File: src/hdl/slt_pkg.sv
`timescale 1ns / 1ps

// Shared types and constants for the list table.
package slt_pkg;

  // Size of the list and widths of the item fields.
  localparam int CAPACITY = 128;
  localparam int DATA_W   = 32;
  localparam int KIND_W   = 2;
  localparam int SLOT_W   = 8;
  localparam int FOUND_W  = 7;
  localparam int FILL_W   = 8;

  // Widths derived from the capacity.
  localparam int IDX_W  = (CAPACITY > 1) ? $clog2(CAPACITY) : 1;
  localparam int CNT_W  = $clog2(CAPACITY + 1);
  localparam int LEVELS = IDX_W;
  localparam int LVL_W  = (LEVELS > 1) ? $clog2(LEVELS) : 1;
  localparam int POS_W  = (IDX_W > SLOT_W) ? IDX_W : SLOT_W;

  // Operation codes carried on the kind field.
  localparam logic [KIND_W-1:0] KIND_FIND   = 2'd0;
  localparam logic [KIND_W-1:0] KIND_INSERT = 2'd1;
  localparam logic [KIND_W-1:0] KIND_DELETE = 2'd2;

  // What every cell does with its entry in the current cycle.
  typedef enum logic [1:0] {
    CELL_HOLD,
    CELL_INSERT,
    CELL_DELETE
  } cell_op_e;

  // Control broadcast from the sequencer to the whole row of cells.
  typedef struct packed {
    logic             cmp_en;
    cell_op_e         op;
    logic [DATA_W-1:0] value;
    logic [POS_W-1:0] pos;
    logic [CNT_W-1:0] count;
  } cell_ctrl_t;

  // One node of the first-match scan: any hit so far and its position.
  typedef struct packed {
    logic             any;
    logic [IDX_W-1:0] idx;
  } scan_node_t;

endpackage

File: src/hdl/slt_cell.sv
`timescale 1ns / 1ps

// One list slot: holds an entry, compares it against the search value and
// takes the new value at the insert point or a neighbor's entry when the list shifts.
module slt_cell (
  input  logic                       clk_i,
  input  logic                       rst_ni,
  input  logic [slt_pkg::IDX_W-1:0]  cell_idx_i,
  input  slt_pkg::cell_ctrl_t        ctrl_i,
  input  logic [slt_pkg::DATA_W-1:0] left_entry_i,
  input  logic [slt_pkg::DATA_W-1:0] right_entry_i,
  input  logic                       prefix_hit_i,
  output logic [slt_pkg::DATA_W-1:0] entry_o,
  output logic                       hit_o
);

  localparam int CntW = slt_pkg::CNT_W;
  localparam int PosW = slt_pkg::POS_W;

  logic [slt_pkg::DATA_W-1:0] entry_q, entry_d;
  logic                       hit_q, hit_d;
  logic                       in_use;
  logic [PosW-1:0]            my_pos;

  assign in_use = (CntW'(cell_idx_i) < ctrl_i.count);
  assign my_pos = PosW'(cell_idx_i);

  // Match flag is captured when a transaction is accepted.
  always_comb begin
    hit_d = hit_q;
    if (ctrl_i.cmp_en) begin
      hit_d = in_use && (entry_q == ctrl_i.value);
    end
  end

  // Entries above the insert point move up, entries past the deleted one move down.
  always_comb begin
    entry_d = entry_q;
    unique case (ctrl_i.op)
      slt_pkg::CELL_INSERT: begin
        if (my_pos == ctrl_i.pos) begin
          entry_d = ctrl_i.value;
        end else if (my_pos > ctrl_i.pos) begin
          entry_d = left_entry_i;
        end
      end
      slt_pkg::CELL_DELETE: begin
        if (prefix_hit_i) begin
          entry_d = right_entry_i;
        end
      end
      default: begin
        entry_d = entry_q;
      end
    endcase
  end

  always_ff @(posedge clk_i or negedge rst_ni) begin
    if (!rst_ni) begin
      hit_q <= 1'b0;
    end else begin
      hit_q <= hit_d;
    end
  end

  always_ff @(posedge clk_i) begin
    entry_q <= entry_d;
  end

  assign entry_o = entry_q;
  assign hit_o   = hit_q;

endmodule

File: config.mk
export PLATFORM = sky130hd
export DESIGN_NAME = slt_cell
export DESIGN_NICKNAME = d
export VERILOG_FILES = /design/src/hdl/slt_pkg.sv /design/src/hdl/slt_cell.sv
export SDC_FILE = /design/constraint.sdc
export NUM_CORES = 1
export LEC_CHECK = 0
export BUFFER_PORTS_ARGS = -buffer_cell sky130_fd_sc_hd__buf_4
export CELL_PAD_IN_SITES_DETAIL_PLACEMENT = 1
export CELL_PAD_IN_SITES_GLOBAL_PLACEMENT = 1
export CORE_ASPECT_RATIO = 0.7
export CORE_MARGIN = 10
export CORE_UTILIZATION = 31
export CTS_BUF_LIST = sky130_fd_sc_hd__clkbuf_16
export CTS_CLUSTER_DIAMETER = 150
export DETAILED_ROUTE_END_ITERATION = 12
export PLACE_DENSITY = 0.92
export SYNTH_ARGS = -nofsm -noshare
export SYNTH_HDL_FRONTEND = slang
export SYNTH_SLANG_ARGS = --single-unit
export TNS_END_PERCENT = 30
File: constraint.sdc
create_clock -name clk_i -period 1.6 [get_ports clk_i]
set_input_delay 0.16 -clock clk_i [delete_from_list [all_inputs] [get_ports clk_i]]
set_output_delay 0.16 -clock clk_i [all_outputs]
set_load 0.02 [all_outputs]
-- Yosys cells after proc, flatten, opt, wreduce, memory -nomap -nowiden
Cells that the tools add are included.
- register bits after elaboration: 33
- input port bits: 125
- output and inout bits: 33
- logic and storage cells: 17
- order comparisons: 2
- equality and inequality tests: 6
- muxes and demuxes: 4
- reductions and logical operators: 3
- operator list (cell ; count):
    $mux W32 ; 3
    $pmux W32 S2 ; 1
    $eq A32 B32 Y1 ; 1
    $eq A7 B8 Y1 ; 1
    $gt A7 B8 Y1 ; 1
    $lt A7 B8 Y1 ; 1
    $ne A3 B3 Y1 const B ; 1
    $reduce_and A3 Y1 ; 1
    $eq A2 B1 Y1 const B ; 1
    $eq A2 B2 Y1 const B ; 1
    $ne A2 B2 Y1 const B ; 1
    $reduce_bool A2 Y1 ; 1
    $logic_and A1 B1 Y1 ; 1

-- Depth between registers and ports, before layout
- word-level depth: 4
- gate-level depth with buffers: 7
- mapped depth without buffers: 7

-- Worst setup path after synthesis
Ideal clock, no wire load.
- path type: input to register
- from: input ctrl_i[9] (netlist name)
- to: register entry_q (netlist bit entry_o[0]) (enable)
- library setup time: 0.474 ns
- arrival time: 3.423 ns
- data required time: 1.126 ns
- setup slack: -2.298 ns
- stages on the path: 7
- path buffers: 0
- path through: inv_1 > ha_1 > nor2b_1 > o21a_1 > o21a_1 > o21bai_2 > a221oi_1
- word-level cells in the longest chain between the ends: 3
- elaborated cells between the ends (all ways): 4
- those cells by class: order compare: 1; eq/ne: 2; reduce/logical: 1
- ends and longest elaborated chain (element ; RTL line ; text):
    from (decl) ; slt_cell.sv:9 ; input slt_pkg::cell_ctrl_t ctrl_i,
    $gt A7 B8 Y1 or $eq A7 B8 Y1 (tied branches) ; slt_cell.sv:43, slt_cell.sv:41 ;
    $ne A3 B3 Y1 (no source line) * ; - ;
    $reduce_and A3 Y1 (no source line) * ; - ;
    to (signal assigned) ; slt_cell.sv:67 ; entry_q <= entry_d;
    to (decl) ; slt_cell.sv:20 ; logic [slt_pkg::DATA_W-1:0] entry_q, entry_d;
Mark *: on every way between the ends. The rest lies on a longest branch, timed or not.
A chain may end at the register's enable or synchronous reset.

-- Worst setup path after layout
- from: input ctrl_i[9] (netlist name)
- to: register entry_q (netlist bit entry_o[10]) (enable)
Same word-level chain as after synthesis.

==> reports/results.tsv <==
stage	metric	value	unit
sta	fmax	624	MHz
worst_setup_path	critical_path_class	in2reg	
routing	drt_iter0_markers	55	
cells_and_area	layout_commonest_cell	buf_4	
power_and_ir_drop	vdd_drop_max	684	uV
worst_setup_path	critical_path_required	1.57	ns
die	die_area	12000	um2
die	initial_core_util	0.317	
cells_and_area	area_growth	70.8	%
place	io_buffers	157	
sta	worstMarginPinSlew	0.440	ns
cells_and_area	diodes	0	
power_and_ir_drop	power_density	815	nW/um2
place	gp_congestion	0.781	
cells_and_area	fillers	893	
grt	antenna_found_initial	0	
synthesis	synth.area.mux_share	0.129	
synthesis	ys_ff_latch	33	
power_and_ir_drop	power_leakage	1.79	nW
synthesis	ys_types	30	
synthesis	synth_area_per_cell	10.4	um2
synthesis	ys_seq_area_frac	0.398	
sta	fin_tns_setup	-0.0170	ns
power_and_ir_drop	p_seq_frac	0.348	
grt	grt_overflow	0	
worst_setup_path	crit_fanout	16	
synthesis	synth_top_area_share	0.388	
synthesis	synth_fa_ha_area_frac	0.0758	
routing	vias_per_cell	4.76	
cells_and_area	fin_nets	552	
synthesis	yosysWarnings	0	
run	max-cap-violations	0	
power_and_ir_drop	power_frac_comb	0.341	
run_status	violations	negative setup slack	
hold_path	min_to	hit_o$_DFFE_PN0P_	
cells_and_area	final_layout_size_suffix_gt1_frac	0.501	
synthesis	synth_compound_area_frac	0.101	
routing	num_vias	2448	
die	placementRows	27	
routing	ant_nets	0	
place	place_inst	502	
place	hpwl	8670	um
worst_setup_path	end_kind	flip-flop	
sta	period_needed	1.60	ns
synthesis	synth_area_leaders	edfxtp_1, mux2i_1, xnor2_1, ha_1, o21ai_1	
routing	top_layer_used	met4	
power_and_ir_drop	clkPwrFrac	0.312	
clocking	clk_pin_slew	0.05	ns
routing	routed_wl	10300	um
routing	wl_met2	5130	um
hold_path	min_path_cells	2	
hold_path	hp-class	in2reg	
synthesis	synth_xor_area_frac	0.113	
power_and_ir_drop	p_sw	1.00	mW
clocking	clkSinkCount	33	
power_and_ir_drop	intPower	2.44	mW
sta	rsz0062_at_grt	yes	
routing	wl_met1	4140	um
synthesis	synth-simple-area-share	0.118	
sta	post-route-period-util	1.00	
clocking	cts.path.max_buffers	2	
synthesis	syn_inst	238	
die	io_pins	158	
sta	hold_viol	0	
sta	worst_slack	-0.00225	ns
die	dieWidth	127	um
clocking	clk_latency	0.27	ns
clocking	numCtsBuffers	5	
routing	firstDrtPassIters	4	
routing	drc_errors	0	
routing	routed-wl-met3	888	um
clocking	cts_root_buffer	clkbuf_16	
grt	grt_max_degree	49	
worst_setup_path	r2r-end	hit_o$_DFFE_PN0P_	
worst_setup_path	r2r-start	entry_o[25]$_DFFE_PP_	
sta	drv_slew	0	
sta	setup_viol	10	
clocking	h-tree-depth	2	
grt	grt_pass1_vias	2803	
sta	clock_skew	0.00579	ns
worst_setup_path	arrival	1.57	ns
die	fp.dieH	94.8	um
run_status	status	finished, violations left	
sta	relSlewSlack	0.706	
worst_setup_path	startpoint_type	input port	
worst_setup_path	rrSetupSlack	0.02	ns
grt	grt_pass1_wl	15600	um
die	core	7800	um2
synthesis	yosys.area.top_type	edfxtp_1	
grt	grt_usage	0.165	
hold_path	min_from	ctrl_i[50]	
clocking	cts_tree	done	
synthesis	synth.cell_area	2480	um2
sta	whs	0.0980	ns
power_and_ir_drop	swShare	0.291	
routing	wl_per_cell	20.0	um
worst_setup_path	ff2ff_path_depth	6	
synthesis	synth_top_family_by_area	multiplexers	
cells_and_area	stdcell_count	514	
cells_and_area	final_cell_mix	buf_4, mux2i_1, nand2_1, o21ai_1, edfxtp_1	
synthesis	synthesis.nets	378	
critical path: stages:
cell and delay [ns]:
buf_6 0.07, inv_2 0.03, ha_4 0.26, nor2b_4 0.13, o21a_1 0.13, o21a_1 0.14, o21bai_2 0.08, a221oi_4 0.29
buf_6 0.24
state kept, by name, summed over array words and instances (netlist names):
register,flops
entry_o,32
hit_o,1
worst max-delay path by stage:
stage / to / slack [ns] / startpoint
after floorplan: entry_o[0]$_DFFE_PP_ / -0.64 / ctrl_i[11]
final: entry_o[10]$_DFFE_PP_ / -0.002 / ctrl_i[9]
after detailed placement: entry_o[10]$_DFFE_PP_ / -0.38 / cell_idx_i[1]
after global routing: entry_o[17]$_DFFE_PP_ / -0.09 / ctrl_i[9]
after CTS: hit_o$_DFFE_PN0P_ / -0.05 / entry_o[28]$_DFFE_PP_
after global placement: entry_o[18]$_DFFE_PP_ / -0.23 / cell_idx_i[1]
timing repair:
item	4_1_cts	5_1_grt
endpoints found under the setup margin	33	33
pin swaps	2	3
endpoints found under the hold margin	1	0
hold buffers	1	0
setup buffers	2	2
gates resized for setup	12	3
cloned	1	0
synth_stat cells, drive strengths merged:
| cell | count |
|---|---|
| a21oi | 3 |
| nor2b | 1 |
| edfxtp | 32 |
| nand2 | 32 |
| xor2 | 1 |
| xnor2 | 31 |
| o21bai | 1 |
| clkbuf | 6 |
| o21ai | 35 |
| nand4 | 10 |
| nor2 | 2 |
| dfrtp | 1 |
| o22ai | 1 |
| o21a | 2 |
| nor4 | 1 |
| ha | 15 |
| a21o | 1 |
| nand3b | 1 |
| mux2i | 32 |
| a221oi | 1 |
| buf | 4 |
| o221a | 1 |
| nand4b | 3 |
| nor3 | 2 |
| inv | 19 |
stage by stage:
stage	instance area, um2	worst slack [ns]	util	power (mW)
finish	4230	-0.00225	0.542	3.44
global route	4230	-0.0917	0.542	3.63
CTS	4240	-0.0531	0.544	3.50
detailed placement	3980	-0.378	0.511	2.37
global placement	3980	-0.233	0.511	2.31
floorplan	2610	-0.636	-	1.72
power groups by stage:
stage               logic, mW  registers [mW]  clock network, mW
detailed placement       1.15            1.21                  0
finish                   1.17            1.20               1.07
floorplan               0.366            1.36                  0
global route             1.26            1.22               1.15
CTS                      1.21            1.20               1.10
global placement         1.11            1.20                  0
area by class of cell:
type,instances,area (um2),share of cell area
multi-input cells,176,1470,0.348
repair buffers,177,1390,0.328
flip-flops and latches,33,986,0.233
well taps,101,126,0.0299
clock buffers,5,125,0.0296
inverters,19,96.3,0.0228
clock inverters,3,37.5,0.00888
layer usage:
metal,GRT usage,up-vias
met5,0,-
met4,0.0350,0
met3,0.0660,8
met2,0.290,100
met1,0.186,1142
li1,-,1198
cells by family (layout without fill, tap and decap cells):
logic type	Yosys count	in the layout
flip-flops	33	33
AND/OR/NAND/NOR	52	52
buffers and inverters	29	204
multiplexers	32	32
XOR/XNOR	32	32
AO/OA/AOI/OAI	45	45
adder cells (fa/ha/maj)	15	15
No activity file was read; power rests on OpenSTA's default activity.
